## src/rtl/ctrp_pkg.sv

```systemverilog
// Package for the crank tooth rpm meter: controller states, command and status
// structs, register indexes, reset values and divider constants.
// Depends on nothing; every other file imports it.
package ctrp_pkg;

    localparam int DATA_W   = 32;
    localparam int RPM_W    = 26;
    localparam int TOOTH_W  = 8;
    localparam int DEB_W    = 16;
    localparam int CFG_IDX_W = 3;

    // Register indexes on the configuration channel.
    localparam logic [CFG_IDX_W-1:0] REG_DEBOUNCE      = 3'd0;
    localparam logic [CFG_IDX_W-1:0] REG_STALL_TIMEOUT = 3'd1;
    localparam logic [CFG_IDX_W-1:0] REG_TEETH_PER_REV = 3'd2;
    localparam logic [CFG_IDX_W-1:0] REG_MIN_PERIOD    = 3'd3;
    localparam logic [CFG_IDX_W-1:0] REG_MAX_PERIOD    = 3'd4;

    // Register values after reset.
    localparam logic [DEB_W-1:0]   DEBOUNCE_RST      = 16'd200;
    localparam logic [DATA_W-1:0]  STALL_TIMEOUT_RST = 32'd1000000;
    localparam logic [TOOTH_W-1:0] TEETH_PER_REV_RST = 8'd11;
    localparam logic [DATA_W-1:0]  MIN_PERIOD_RST    = 32'd6000;
    localparam logic [DATA_W-1:0]  MAX_PERIOD_RST    = 32'd200000;

    // The dividend fits in RPM_W bits, so the divider runs one step per bit.
    localparam logic [RPM_W-1:0] RPM_NUMERATOR = 26'd60000000;
    localparam int               DIV_STEPS     = RPM_W;
    localparam int               DIV_CNT_W     = $clog2(DIV_STEPS);
    localparam logic [DIV_CNT_W-1:0] DIV_LAST  = DIV_CNT_W'(DIV_STEPS - 1);

    typedef enum logic [1:0] {
        ST_IDLE,
        ST_EVAL,
        ST_DIV,
        ST_DONE
    } ctrp_state_t;

    typedef struct packed {
        logic capture;
        logic eval;
        logic div_step;
        logic out_load;
    } ctrp_cmd_t;

    typedef struct packed {
        logic need_div;
        logic div_last;
    } ctrp_stat_t;

endpackage

```

## src/rtl/ctrp_if.sv

```systemverilog
// Channel interfaces of the crank tooth rpm meter: edge items, result items
// and configuration writes. Depends on ctrp_pkg for field widths.
interface ctrp_edge_if
    import ctrp_pkg::*;
();
    logic              valid;
    logic              ready;
    logic [DATA_W-1:0] edge_time_us;

    modport source (output valid, output edge_time_us, input ready);
    modport sink   (input valid, input edge_time_us, output ready);
endinterface

interface ctrp_result_if
    import ctrp_pkg::*;
();
    logic               valid;
    logic               ready;
    logic [RPM_W-1:0]   rpm_value;
    logic               edge_accepted;
    logic               stall_detected;
    logic               rev_complete;
    logic               rpm_updated;
    logic [TOOTH_W-1:0] tooth_index;

    modport source (output valid, output rpm_value, output edge_accepted,
                    output stall_detected, output rev_complete, output rpm_updated,
                    output tooth_index, input ready);
    modport sink   (input valid, input rpm_value, input edge_accepted,
                    input stall_detected, input rev_complete, input rpm_updated,
                    input tooth_index, output ready);
endinterface

interface ctrp_cfg_if
    import ctrp_pkg::*;
();
    logic                 valid;
    logic                 ready;
    logic [CFG_IDX_W-1:0] index;
    logic [DATA_W-1:0]    data;

    modport source (output valid, output index, output data, input ready);
    modport sink   (input valid, input index, input data, output ready);
endinterface

```

## src/rtl/ctrp_ctrl.sv

```systemverilog
// Controller of the crank tooth rpm meter: sequences capture, evaluation,
// division and the hand-over to the output register. Depends on ctrp_pkg.
module ctrp_ctrl
    import ctrp_pkg::*;
(
    input  logic       clk,
    input  logic       rst_n,
    input  logic       in_valid,
    output logic       in_ready,
    output logic       out_valid,
    input  logic       out_ready,
    input  ctrp_stat_t stat,
    output ctrp_cmd_t  cmd
);

    ctrp_state_t state_reg, state_next;
    logic        out_valid_reg, out_valid_next;
    logic        out_free;

    // The output slot is free when empty or when its item leaves this cycle.
    assign out_free = !out_valid_reg || out_ready;

    always_comb
    begin
        state_next = state_reg;
        case (state_reg)
            ST_IDLE:
            begin
                if (in_valid)
                begin
                    state_next = ST_EVAL;
                end
            end
            ST_EVAL:
            begin
                state_next = stat.need_div ? ST_DIV : ST_DONE;
            end
            ST_DIV:
            begin
                if (stat.div_last)
                begin
                    state_next = ST_DONE;
                end
            end
            ST_DONE:
            begin
                if (out_free)
                begin
                    state_next = ST_IDLE;
                end
            end
            default:
            begin
                state_next = ST_IDLE;
            end
        endcase
    end

    always_comb
    begin
        cmd      = '0;
        in_ready = 1'b0;
        case (state_reg)
            ST_IDLE:
            begin
                in_ready    = 1'b1;
                cmd.capture = in_valid;
            end
            ST_EVAL:
            begin
                cmd.eval = 1'b1;
            end
            ST_DIV:
            begin
                cmd.div_step = 1'b1;
            end
            ST_DONE:
            begin
                cmd.out_load = out_free;
            end
            default:
            begin
                cmd = '0;
            end
        endcase
    end

    always_comb
    begin
        out_valid_next = out_valid_reg;
        if (cmd.out_load)
        begin
            out_valid_next = 1'b1;
        end
        else if (out_ready)
        begin
            out_valid_next = 1'b0;
        end
    end

    assign out_valid = out_valid_reg;

    always_ff @(posedge clk or negedge rst_n)
    begin
        if (!rst_n)
        begin
            state_reg     <= ST_IDLE;
            out_valid_reg <= 1'b0;
        end
        else
        begin
            state_reg     <= state_next;
            out_valid_reg <= out_valid_next;
        end
    end

endmodule

```

## src/rtl/ctrp_dp.sv

```systemverilog
// Datapath of the crank tooth rpm meter: configuration registers, edge state,
// the bit-serial rpm divider and the output register. Depends on ctrp_pkg.
module ctrp_dp
    import ctrp_pkg::*;
(
    input  logic                 clk,
    input  logic                 rst_n,
    input  ctrp_cmd_t            cmd,
    output ctrp_stat_t           stat,
    input  logic [DATA_W-1:0]    edge_time_us,
    input  logic                 cfg_we,
    input  logic [CFG_IDX_W-1:0] cfg_index,
    input  logic [DATA_W-1:0]    cfg_data,
    output logic [RPM_W-1:0]     rpm_value,
    output logic                 edge_accepted,
    output logic                 stall_detected,
    output logic                 rev_complete,
    output logic                 rpm_updated,
    output logic [TOOTH_W-1:0]   tooth_index
);

    // Configuration.
    logic [DEB_W-1:0]   debounce_reg;
    logic [DATA_W-1:0]  timeout_reg;
    logic [TOOTH_W-1:0] teeth_reg;
    logic [DATA_W-1:0]  min_period_reg;
    logic [DATA_W-1:0]  max_period_reg;

    // Edge state.
    logic [DATA_W-1:0]  last_edge_reg, last_edge_next;
    logic [DATA_W-1:0]  last_rev_reg, last_rev_next;
    logic [TOOTH_W-1:0] tooth_reg, tooth_next;
    logic [RPM_W-1:0]   rpm_reg, rpm_next;

    // Item in flight and its flags.
    logic [DATA_W-1:0]  now_reg;
    logic               acc_reg, acc_next;
    logic               stall_reg, stall_next;
    logic               rev_reg, rev_next;
    logic               upd_reg, upd_next;

    // Divider: the quotient register starts out holding the dividend.
    logic [DATA_W-1:0]    rem_reg, rem_next;
    logic [RPM_W-1:0]     quo_reg, quo_next;
    logic [DATA_W-1:0]    dvs_reg, dvs_next;
    logic [DIV_CNT_W-1:0] cnt_reg, cnt_next;

    // Output register.
    logic [RPM_W-1:0]   o_rpm_reg;
    logic               o_acc_reg, o_stall_reg, o_rev_reg, o_upd_reg;
    logic [TOOTH_W-1:0] o_tooth_reg;

    logic [DATA_W-1:0]  gap, period;
    logic               is_stall, is_acc, is_rev, in_win, is_upd;
    logic [TOOTH_W:0]   cnt_inc;
    logic [DATA_W:0]    trial;
    logic               q_bit;
    logic [DATA_W-1:0]  rem_step;
    logic [RPM_W-1:0]   quo_step;

    assign gap      = now_reg - last_edge_reg;
    assign period   = now_reg - last_rev_reg;
    assign is_stall = gap > timeout_reg;
    assign is_acc   = !is_stall && (gap >= {{(DATA_W-DEB_W){1'b0}}, debounce_reg});
    assign cnt_inc  = {1'b0, tooth_reg} + {{TOOTH_W{1'b0}}, 1'b1};
    assign is_rev   = cnt_inc >= {1'b0, teeth_reg};
    assign in_win   = (period > min_period_reg) && (period < max_period_reg);
    assign is_upd   = is_acc && is_rev && in_win;

    // One restoring step: the partial remainder stays below the divisor.
    assign trial    = {rem_reg, quo_reg[RPM_W-1]};
    assign q_bit    = trial >= {1'b0, dvs_reg};
    assign rem_step = q_bit ? DATA_W'(trial - {1'b0, dvs_reg}) : trial[DATA_W-1:0];
    assign quo_step = {quo_reg[RPM_W-2:0], q_bit};

    assign stat.need_div = is_upd;
    assign stat.div_last = cnt_reg == DIV_LAST;

    always_comb
    begin
        last_edge_next = last_edge_reg;
        last_rev_next  = last_rev_reg;
        tooth_next     = tooth_reg;
        rpm_next       = rpm_reg;
        acc_next       = acc_reg;
        stall_next     = stall_reg;
        rev_next       = rev_reg;
        upd_next       = upd_reg;
        rem_next       = rem_reg;
        quo_next       = quo_reg;
        dvs_next       = dvs_reg;
        cnt_next       = cnt_reg;
        if (cmd.eval)
        begin
            acc_next   = is_acc;
            stall_next = is_stall;
            rev_next   = is_acc && is_rev;
            upd_next   = is_upd;
            if (is_stall)
            begin
                rpm_next       = '0;
                tooth_next     = '0;
                last_edge_next = now_reg;
                last_rev_next  = now_reg;
            end
            else if (is_acc)
            begin
                last_edge_next = now_reg;
                if (is_rev)
                begin
                    last_rev_next = now_reg;
                    tooth_next    = '0;
                end
                else
                begin
                    tooth_next = cnt_inc[TOOTH_W-1:0];
                end
            end
            rem_next = '0;
            quo_next = RPM_NUMERATOR;
            dvs_next = period;
            cnt_next = '0;
        end
        else if (cmd.div_step)
        begin
            rem_next = rem_step;
            quo_next = quo_step;
            cnt_next = cnt_reg + DIV_CNT_W'(1);
            if (stat.div_last)
            begin
                rpm_next = quo_step;
            end
        end
    end

    always_ff @(posedge clk or negedge rst_n)
    begin
        if (!rst_n)
        begin
            debounce_reg   <= DEBOUNCE_RST;
            timeout_reg    <= STALL_TIMEOUT_RST;
            teeth_reg      <= TEETH_PER_REV_RST;
            min_period_reg <= MIN_PERIOD_RST;
            max_period_reg <= MAX_PERIOD_RST;
            last_edge_reg  <= '0;
            last_rev_reg   <= '0;
            tooth_reg      <= '0;
            rpm_reg        <= '0;
        end
        else
        begin
            if (cfg_we)
            begin
                case (cfg_index)
                    REG_DEBOUNCE:      debounce_reg   <= cfg_data[DEB_W-1:0];
                    REG_STALL_TIMEOUT: timeout_reg    <= cfg_data;
                    REG_TEETH_PER_REV: teeth_reg      <= cfg_data[TOOTH_W-1:0];
                    REG_MIN_PERIOD:    min_period_reg <= cfg_data;
                    REG_MAX_PERIOD:    max_period_reg <= cfg_data;
                    default:           ;
                endcase
            end
            last_edge_reg <= last_edge_next;
            last_rev_reg  <= last_rev_next;
            tooth_reg     <= tooth_next;
            rpm_reg       <= rpm_next;
        end
    end

    always_ff @(posedge clk)
    begin
        if (cmd.capture)
        begin
            now_reg <= edge_time_us;
        end
        acc_reg   <= acc_next;
        stall_reg <= stall_next;
        rev_reg   <= rev_next;
        upd_reg   <= upd_next;
        rem_reg   <= rem_next;
        quo_reg   <= quo_next;
        dvs_reg   <= dvs_next;
        cnt_reg   <= cnt_next;
        if (cmd.out_load)
        begin
            o_rpm_reg   <= rpm_reg;
            o_acc_reg   <= acc_reg;
            o_stall_reg <= stall_reg;
            o_rev_reg   <= rev_reg;
            o_upd_reg   <= upd_reg;
            o_tooth_reg <= tooth_reg;
        end
    end

    assign rpm_value      = o_rpm_reg;
    assign edge_accepted  = o_acc_reg;
    assign stall_detected = o_stall_reg;
    assign rev_complete   = o_rev_reg;
    assign rpm_updated    = o_upd_reg;
    assign tooth_index    = o_tooth_reg;

endmodule

```

## src/rtl/crank_tooth_rpm_meter.sv

```systemverilog
// Crank tooth rpm meter.
// Channels: crank carries one falling-edge item with its 32-bit microsecond
// timestamp; result returns exactly one item per edge with the rpm, the tooth
// index and flags for a counted tooth, a stall, a finished revolution and an
// rpm update; cfg writes the five registers by index and is always ready.
// Configuration must be written by the user only while no edge is in flight;
// the block does not enforce this. Each edge is captured in ST_IDLE and
// evaluated in ST_EVAL, and one that brings no new rpm then goes to ST_DONE.
// An edge that completes a revolution inside the window first runs the
// restoring divider for 60000000 / period, one quotient bit per cycle.
// ST_DONE loads the result into the output register once the slot is free.
// Crank takes no new edge before that load and is ready the cycle after it.
// The output register holds a finished item while the receiver stalls; the
// next edge is taken meanwhile, and its result waits until the slot frees.
// Reset clears rpm, the tooth count and both time marks, restores the
// register defaults and empties the output register.
// Depends on ctrp_pkg, the interfaces, ctrp_ctrl and ctrp_dp.
module crank_tooth_rpm_meter
    import ctrp_pkg::*;
(
    input  logic   clk,
    input  logic   rst_n,
    ctrp_edge_if.sink     crank,
    ctrp_result_if.source result,
    ctrp_cfg_if.sink      cfg
);

    ctrp_cmd_t  cmd;
    ctrp_stat_t stat;

    assign cfg.ready = 1'b1;

    ctrp_ctrl u_ctrl (
        .clk       (clk),
        .rst_n     (rst_n),
        .in_valid  (crank.valid),
        .in_ready  (crank.ready),
        .out_valid (result.valid),
        .out_ready (result.ready),
        .stat      (stat),
        .cmd       (cmd)
    );

    ctrp_dp u_dp (
        .clk            (clk),
        .rst_n          (rst_n),
        .cmd            (cmd),
        .stat           (stat),
        .edge_time_us   (crank.edge_time_us),
        .cfg_we         (cfg.valid),
        .cfg_index      (cfg.index),
        .cfg_data       (cfg.data),
        .rpm_value      (result.rpm_value),
        .edge_accepted  (result.edge_accepted),
        .stall_detected (result.stall_detected),
        .rev_complete   (result.rev_complete),
        .rpm_updated    (result.rpm_updated),
        .tooth_index    (result.tooth_index)
    );

endmodule
```

## src/flat_wrapper.sv

```systemverilog
// flat-port wrapper written by rule: the top's interface ports become plain ports
module crank_tooth_rpm_meter_flat import ctrp_pkg::*;
  (clk, rst_n, crank_valid, crank_edge_time_us, crank_ready, result_valid, result_rpm_value, result_edge_accepted, result_stall_detected, result_rev_complete, result_rpm_updated, result_tooth_index, result_ready, cfg_valid, cfg_index, cfg_data, cfg_ready);
  ctrp_edge_if crank_i ();
  ctrp_result_if result_i ();
  ctrp_cfg_if cfg_i ();
  input  logic clk;
  input  logic rst_n;
  input wire logic [$bits(crank_i.valid)-1:0] crank_valid;
  input wire logic [$bits(crank_i.edge_time_us)-1:0] crank_edge_time_us;
  output wire logic [$bits(crank_i.ready)-1:0] crank_ready;
  output wire logic [$bits(result_i.valid)-1:0] result_valid;
  output wire logic [$bits(result_i.rpm_value)-1:0] result_rpm_value;
  output wire logic [$bits(result_i.edge_accepted)-1:0] result_edge_accepted;
  output wire logic [$bits(result_i.stall_detected)-1:0] result_stall_detected;
  output wire logic [$bits(result_i.rev_complete)-1:0] result_rev_complete;
  output wire logic [$bits(result_i.rpm_updated)-1:0] result_rpm_updated;
  output wire logic [$bits(result_i.tooth_index)-1:0] result_tooth_index;
  input wire logic [$bits(result_i.ready)-1:0] result_ready;
  input wire logic [$bits(cfg_i.valid)-1:0] cfg_valid;
  input wire logic [$bits(cfg_i.index)-1:0] cfg_index;
  input wire logic [$bits(cfg_i.data)-1:0] cfg_data;
  output wire logic [$bits(cfg_i.ready)-1:0] cfg_ready;
  assign crank_i.valid = crank_valid;
  assign crank_i.edge_time_us = crank_edge_time_us;
  assign crank_ready = crank_i.ready;
  assign result_valid = result_i.valid;
  assign result_rpm_value = result_i.rpm_value;
  assign result_edge_accepted = result_i.edge_accepted;
  assign result_stall_detected = result_i.stall_detected;
  assign result_rev_complete = result_i.rev_complete;
  assign result_rpm_updated = result_i.rpm_updated;
  assign result_tooth_index = result_i.tooth_index;
  assign result_i.ready = result_ready;
  assign cfg_i.valid = cfg_valid;
  assign cfg_i.index = cfg_index;
  assign cfg_i.data = cfg_data;
  assign cfg_ready = cfg_i.ready;
  crank_tooth_rpm_meter u_core (.clk(clk), .rst_n(rst_n), .crank(crank_i), .result(result_i), .cfg(cfg_i));
endmodule
```

## config.mk

```make
export PLATFORM = sky130hd
export DESIGN_NAME = crank_tooth_rpm_meter_flat
export DESIGN_NICKNAME = d
export VERILOG_FILES = /design/src/rtl/ctrp_pkg.sv /design/src/rtl/ctrp_if.sv /design/src/rtl/ctrp_ctrl.sv /design/src/rtl/ctrp_dp.sv /design/src/rtl/crank_tooth_rpm_meter.sv /design/src/flat_wrapper.sv
export SDC_FILE = /design/constraint.sdc
export NUM_CORES = 1
export LEC_CHECK = 0
export BUFFER_PORTS_ARGS = -buffer_cell sky130_fd_sc_hd__buf_2
export CAP_MARGIN = 20
export CORE_UTILIZATION = 37
export CTS_CLUSTER_DIAMETER = 40
export DETAILED_ROUTE_END_ITERATION = 16
export PLACE_DENSITY = 0.61
export SLEW_MARGIN = 20
export SYNTH_ARGS = -nofsm -noshare
export SYNTH_HDL_FRONTEND = slang
export SYNTH_SLANG_ARGS = --single-unit
```

## constraint.sdc

```tcl
create_clock -name clk -period 6.8 [get_ports clk]
set_input_delay 2.04 -clock clk [delete_from_list [all_inputs] [get_ports clk]]
set_output_delay 2.04 -clock clk [all_outputs]
set_load 0.05 [all_outputs]
```

=== Word level (Yosys, flattened, before mapping) ===
Index checks and enable logic that the tools add are counted.

* $add $sub $neg: 5
* Order comparisons: 6
* Eq/ne operators: 12
* Mux-type cells: 25
* Reduce and logical (&&, ||, !) cells: 23

{| class="wikitable"
|+ Operators with widths
! operator !! number
|-
| $mux 32 || 6
|-
| $mux 26 || 4
|-
| $sub 32x32->32 || 3
|-
| $gt 32x32->1 || 2
|-
| $ge 33x32->1 || 1
|-
| $ge 32x16->1 || 1
|-
| $lt 32x32->1 || 1
|-
| $mux 8 || 3
|-
| $reduce_and 2->1 || 6
|-
| $reduce_bool 2->1 || 5
|-
| $add 8x1->9 const B || 1
|-
| $ge 9x8->1 || 1
|-
| $reduce_and 3->1 || 3
|-
| $mux 1 || 8
|-
| $pmux 2 s4 || 1
|-
| $eq 3x2->1 const B || 2
|-
| $mux 2 || 3
|-
| $ne 2x2->1 const B || 3
|-
| $add 5x1->5 const B || 1
|-
| $eq 5x5->1 const B || 1
|-
| $eq 2x2->1 const B || 2
|-
| $logic_and 1x1->1 || 4
|-
| $eq 3x1->1 const B || 1
|-
| $eq 3x3->1 const B || 1
|-
| 6 further kinds || 7
|}

* Register bits: 390
* Output and inout bits: 41

=== Longest topological paths before layout ===
* Depth after elaboration: 8
* Gate-level depth with buffers: 26
* Mapped depth without buffers: 25

=== Modules after synthesis ===
A second synthesis with hierarchy kept.

* Cells, all modules: 2260
* Area, all modules: 22690.5 um2

{| class="wikitable"
|+ By module, submodules not included
! module !! instances !! cells an instance !! area each (um2)
|-
| ctrp_dp || 1 || 2236 || 22427.8
|-
| ctrp_ctrl || 1 || 22 || 251.5
|-
| crank_tooth_rpm_meter || 1 || 2 || 11.3
|}

=== Worst setup path after synthesis ===
OpenSTA, ideal clock, no wires.

* Kind: register -> register
* Start point: reg u_core.u_dp.now_reg[0]
* End point: reg u_core.u_dp.last_rev_reg[10]
* Arrival time: 5.358 ns
* Data required time: 6.673 ns
* Slack: 1.315 ns
* Cell stages (with the launch flop): 23
* Path buffers: 2
* Clock period less this slack: 5.485 ns
* Path through: edfxtp_1 -> inv_1 -> ha_1 -> inv_1 -> fa_1 -> a211oi_1 -> o211a_1 -> a211oi_2 -> or2_2 -> a21o_1 -> a21oi_1 -> xnor2_1 -> ha_1 -> a21o_1 -> a2111oi_2 -> o221ai_1 -> or3_1 -> or4_4 -> o41ai_4 -> nand2b_1 -> buf_4 -> buf_8 -> mux2_1

* Longest elaborated chain between the ends: 6
* Elaborated cells between the ends (all ways): 9

{| class="wikitable"
|+ RTL lines
! what !! line !! text
|-
| from (decl) || ctrp_dp.sv:36 || <nowiki>logic [DATA_W-1:0] now_reg;</nowiki>
|-
| from (signal assigned) || ctrp_dp.sv:174 || <nowiki>now_reg <= edge_time_us;</nowiki>
|-
| $sub 32x32->32 * || ctrp_dp.sv:61 || <nowiki>assign gap = now_reg - last_edge_reg;</nowiki>
|-
| $gt 32x32->1 || ctrp_dp.sv:63 || <nowiki>assign is_stall = gap > timeout_reg;</nowiki>
|-
| $logic_not 1->1 || ctrp_dp.sv:64 || <nowiki>assign is_acc = !is_stall && (gap >= {{(DATA_W-DEB_W){1'b0}}, debounce_reg});</nowiki>
|-
| $logic_and 1x1->1 || ctrp_dp.sv:64 ||
|-
| $reduce_bool 2->1 (no source line) || - ||
|-
| $reduce_and 3->1 (no source line) || - ||
|-
| to (signal assigned) || ctrp_dp.sv:164 || <nowiki>last_rev_reg <= last_rev_next;</nowiki>
|-
| to (decl) || ctrp_dp.sv:31 || <nowiki>logic [DATA_W-1:0] last_rev_reg, last_rev_next;</nowiki>
|}

Mark *: on every way between the ends. The rest lies on a longest branch, timed or not.
A chain may end at the register's enable or synchronous reset.

=== Worst setup path after layout ===
* Start point: reg u_core.u_dp.now_reg[0]
* End point: reg u_core.u_dp.last_edge_reg[1]

* Longest elaborated chain between the ends: 6
* Elaborated cells between the ends (all ways): 8

{| class="wikitable"
|+ RTL lines
! what !! line !! text
|-
| $sub 32x32->32 * || ctrp_dp.sv:61 ||
|-
| $gt 32x32->1 * || ctrp_dp.sv:63 ||
|-
| named net u_core.u_dp.is_stall || ctrp_dp.sv:54 || <nowiki>logic is_stall, is_acc, is_rev, in_win, is_upd;</nowiki>
|-
| $logic_not 1->1 || ctrp_dp.sv:64 ||
|-
| $logic_and 1x1->1 || ctrp_dp.sv:64 ||
|-
| $reduce_bool 2->1 (no source line) || - ||
|-
| $reduce_and 2->1 (no source line) || - ||
|-
| to (signal assigned) || ctrp_dp.sv:163 || <nowiki>last_edge_reg <= last_edge_next;</nowiki>
|-
| to (decl) || ctrp_dp.sv:30 || <nowiki>logic [DATA_W-1:0] last_edge_reg, last_edge_next;</nowiki>
|}

Mark *: on every way through the listed nets, which the timed path passes. The rest lies on a longest branch.

==> metrics.md <==
| Metric | Value |
|---|---|
| Num CTS Buffers | `70` |
| Slew @ Worst Pin | `1.013 ns` |
| Post-CTS Hold Buffers | `0` |
| Die X-Extent | `247.6 um` |
| Die height | `about 250 um` |
| Crit. End Element | `register` |
| Post-synth cell types | `79` |
| CP top delay family | `compound AO/OA/AOI/OAI gates` |
| Synth Net Count | `~2600` |
| Final setup violation count | `0` |
| Filler cells | `between 5000 and 6000` |
| WL per Instance | `16.90 um` |
| Post-Synthesis Cells | `2269` |
| Port buffer count | `between 100 and 150` |
| RSZ-0062 raised after global routing | `no` |
| Post-synth EDFFs | `around 110` |
| DR iter-0 viols | `807` |
| Dpl ws | `between 0.7 and 0.8 ns` |
| Diodes inserted | `0` |
| Clk_skew | `about 0.035 ns` |
| Post-cts repair resize count | `0` |
| Die area | `between 60000 and 70000 sq um` |
| Ys flop type | `dfrtp_1` |
| All-Layer GR Usage | `around 18%` |
| Clock tree buffer depth | `3` |
| Synth Register Bits | `about 400` |
| Worst setup path endpoint | `u_core.u_dp.last_edge_reg[1]` |
| Post-DRT Antenna Nets | `0` |
| First-pass GRT wire length | `roughly 90 mm` |
| Ports | `between 100 and 150` |
| Max-cap violation count | `0` |
| Setup TNS | `0 ns` |
| Starting density of the core | `37.61%` |
| Gpl congestion | `0.9337` |
| 1st-pass router iterations | `11` |
| Worst R2R Start | `u_core.u_dp.now_reg[0]` |
| Req. time, crit path | `7.26 ns` |
| DRC violations left | `4` |
| CP Launch Type | `register` |
| Worst-path clk slew | `~0.050 ns` |
| Status | `complete, but fails checks` |
| Synth Area per Inst | `~9.8 sq um` |
| Layout area overhead | `17.25%` |
| WP buf/inv | `4` |
| Vias per inst | `just over 5` |
| Area post-placement | `23750 sq um` |
| Failing checks | `design-rule violations` |
| R2R setup slack | `0.70 ns` |
| Initial antenna violation count | `0` |
| R2R depth | `25` |
| Grt total ovfl | `0` |
| CP max FO | `45` |
| Setup CP Type | `register to register` |
| CTS H-tree lvls | `3` |
| Slew margin rel. | `approximately 30%` |
| CP max-delay cell | `buf_4` |
| Top achievable clock speed | `164.0 MHz` |
| Crit path arrival time | `about 6.6 ns` |
| Area of the core | `roughly 59000 sq um` |
| Final worst setup slack | `0.7035 ns` |
| Worst-Skew Late Latency | `0.60 ns` |
| Number of global-route vias before repair | `~17000` |
| Ys Warns | `0` |
| Via Count | `around 17000` |
| Register area share after synthesis | `around 45%` |
| Layout cells sized above 1 | `~15%` |
| Detailed Place HPWL | `41.16 mm` |
| Post-CTS Repair Setup Buffers | `0` |
| CP peak stage delay | `between 0.5 and 0.6 ns` |
| Syn Std Cell Area | `about 22000 sq um` |
| CTS tree | `done` |
| Worst hold margin | `around 0.42 ns` |
| CP Launch Point | `u_core.u_dp.now_reg[0]` |
| Worst min path class | `register to register` |
| CP Depth | `25` |
| Max Slew Vio Count | `0` |
| Final period utilization | `89.65%` |
| Clock Tree Root | `clkbuf_16` |
| RR Endpoint | `u_core.u_dp.last_edge_reg[1]` |
| Final-report hold violation count | `0` |
| Async S/R FF share, synth | `a little under three fifths` |
| Final wirelength | `roughly 55 mm` |
| Clock Sinks | `390` |
| # nets final | `2696` |
| Finished layout cell area | `~26000 sq um` |
| Largest net degree at the start of global routing | `96` |
| Minimum clock period | `~6.1 ns` |
| Rows | `89` |
-- Yosys cell counts, types with 6 or more instances --
master	count	area [sq um]
a21o_1	63	473.0
mux2_2	69	777.0
o21ai_0	193	965.9
mux2i_1	24	240.2
nand3_1	18	90.09
a21boi_0	6	45.04
o31ai_1	12	90.09
or2_2	8	50.05
clkbuf_1	58	217.7
nor2b_1	24	150.1
nor3_1	21	105.1
xnor2_1	55	481.7
and3_1	16	100.1
edfxtp_1	106	3183
or3_1	10	62.56
dfxtp_1	63	1261
inv_1	248	930.9
dfrtp_1	195	4880
mux2_1	30	337.8
ha_1	220	2753
nand2b_1	29	181.4
nor2_1	117	439.2
nand2_1	266	998.5
o21bai_1	12	90.09
nand4_1	32	200.2
and2_1	12	75.07
a311oi_1	27	236.5
a31oi_1	10	62.56
dfstp_2	26	683.2
o211ai_1	16	120.1
a211oi_1	18	135.1
a21oi_1	112	560.5
xor2_1	25	219.0
o21a_1	27	202.7
-- placed cells by master, fill, tap and decap left out, types with 17 or more instances in the layout --
cell       count
nand2_1      266
inv_1        248
ha_1         218
dfrtp_1      195
o21ai_0      193
nor2_1       116
a21oi_1      111
buf_2        110
edfxtp_1     106
clkbuf_16     74
mux2_2        69
a21o_1        63
dfxtp_1       63
xnor2_1       55
nand4_1       32
mux2_1        30
nand2b_1      29
o21a_1        27
a311oi_1      27
dfstp_2       26
xor2_1        25
nor2b_1       24
mux2i_1       24
nor3_1        20
a211oi_1      18
nand3_1       18
buf_4         17
-- cells by family after synthesis --
logic type	synth area share, %
compound gates	15.78
xor+xnor	3.139
fa+ha+maj	12.60
buf+inv	5.522
flops	44.83
mux	6.071
other cells	0.01680
simple gates	12.04
-- metrics by stage --
stage	cells	utilization [%]
2_1_floorplan	2269	-
3_3_place_gp	3102	40.02
3_5_place_dp	3102	40.02
4_1_cts	3231	44.08
5_1_grt	3231	44.09
6_report	3231	44.09
-- worst min path at each step --
stage,slack [ns],depth (start not counted),to,from
floorplan,0.40,0,u_core.u_dp.edge_accepted,u_core.u_dp.acc_reg
global placement,0.42,0,u_core.u_dp.rev_complete,u_core.u_dp.rev_reg
detailed placement,0.41,0,u_core.u_dp.rev_complete,u_core.u_dp.rev_reg
CTS,0.43,0,u_core.u_dp.rev_complete,u_core.u_dp.rev_reg
global route,0.44,0,u_core.u_dp.rev_complete,u_core.u_dp.rev_reg
finish,0.42,0,u_core.u_dp.rev_complete,u_core.u_dp.rev_reg
-- metal layers --
metal  GRT usage [%]  wire length (um)  up-vias
met1           23.24             24680     8023
met2           30.48             26040      331
li1                -                 -     8292
met5               0                 0        -
met3           2.779              2124      108
met4           7.687              1753        0
-- cell type report --
type                    count  area, sq um  share of cell area (%)
inverters                 248        930.9                   3.557
repair buffers            128        693.2                   2.649
well taps                 773        967.2                   3.696
multi-input cells        1563        11160                   42.65
clock inverters            42        449.2                   1.716
flip-flops and latches    390        10010                   38.24
clock buffers              87         1961                   7.492
Power is not shown: default switching activity piles up to over one toggle a cycle in this logic, so the estimate is an artifact.
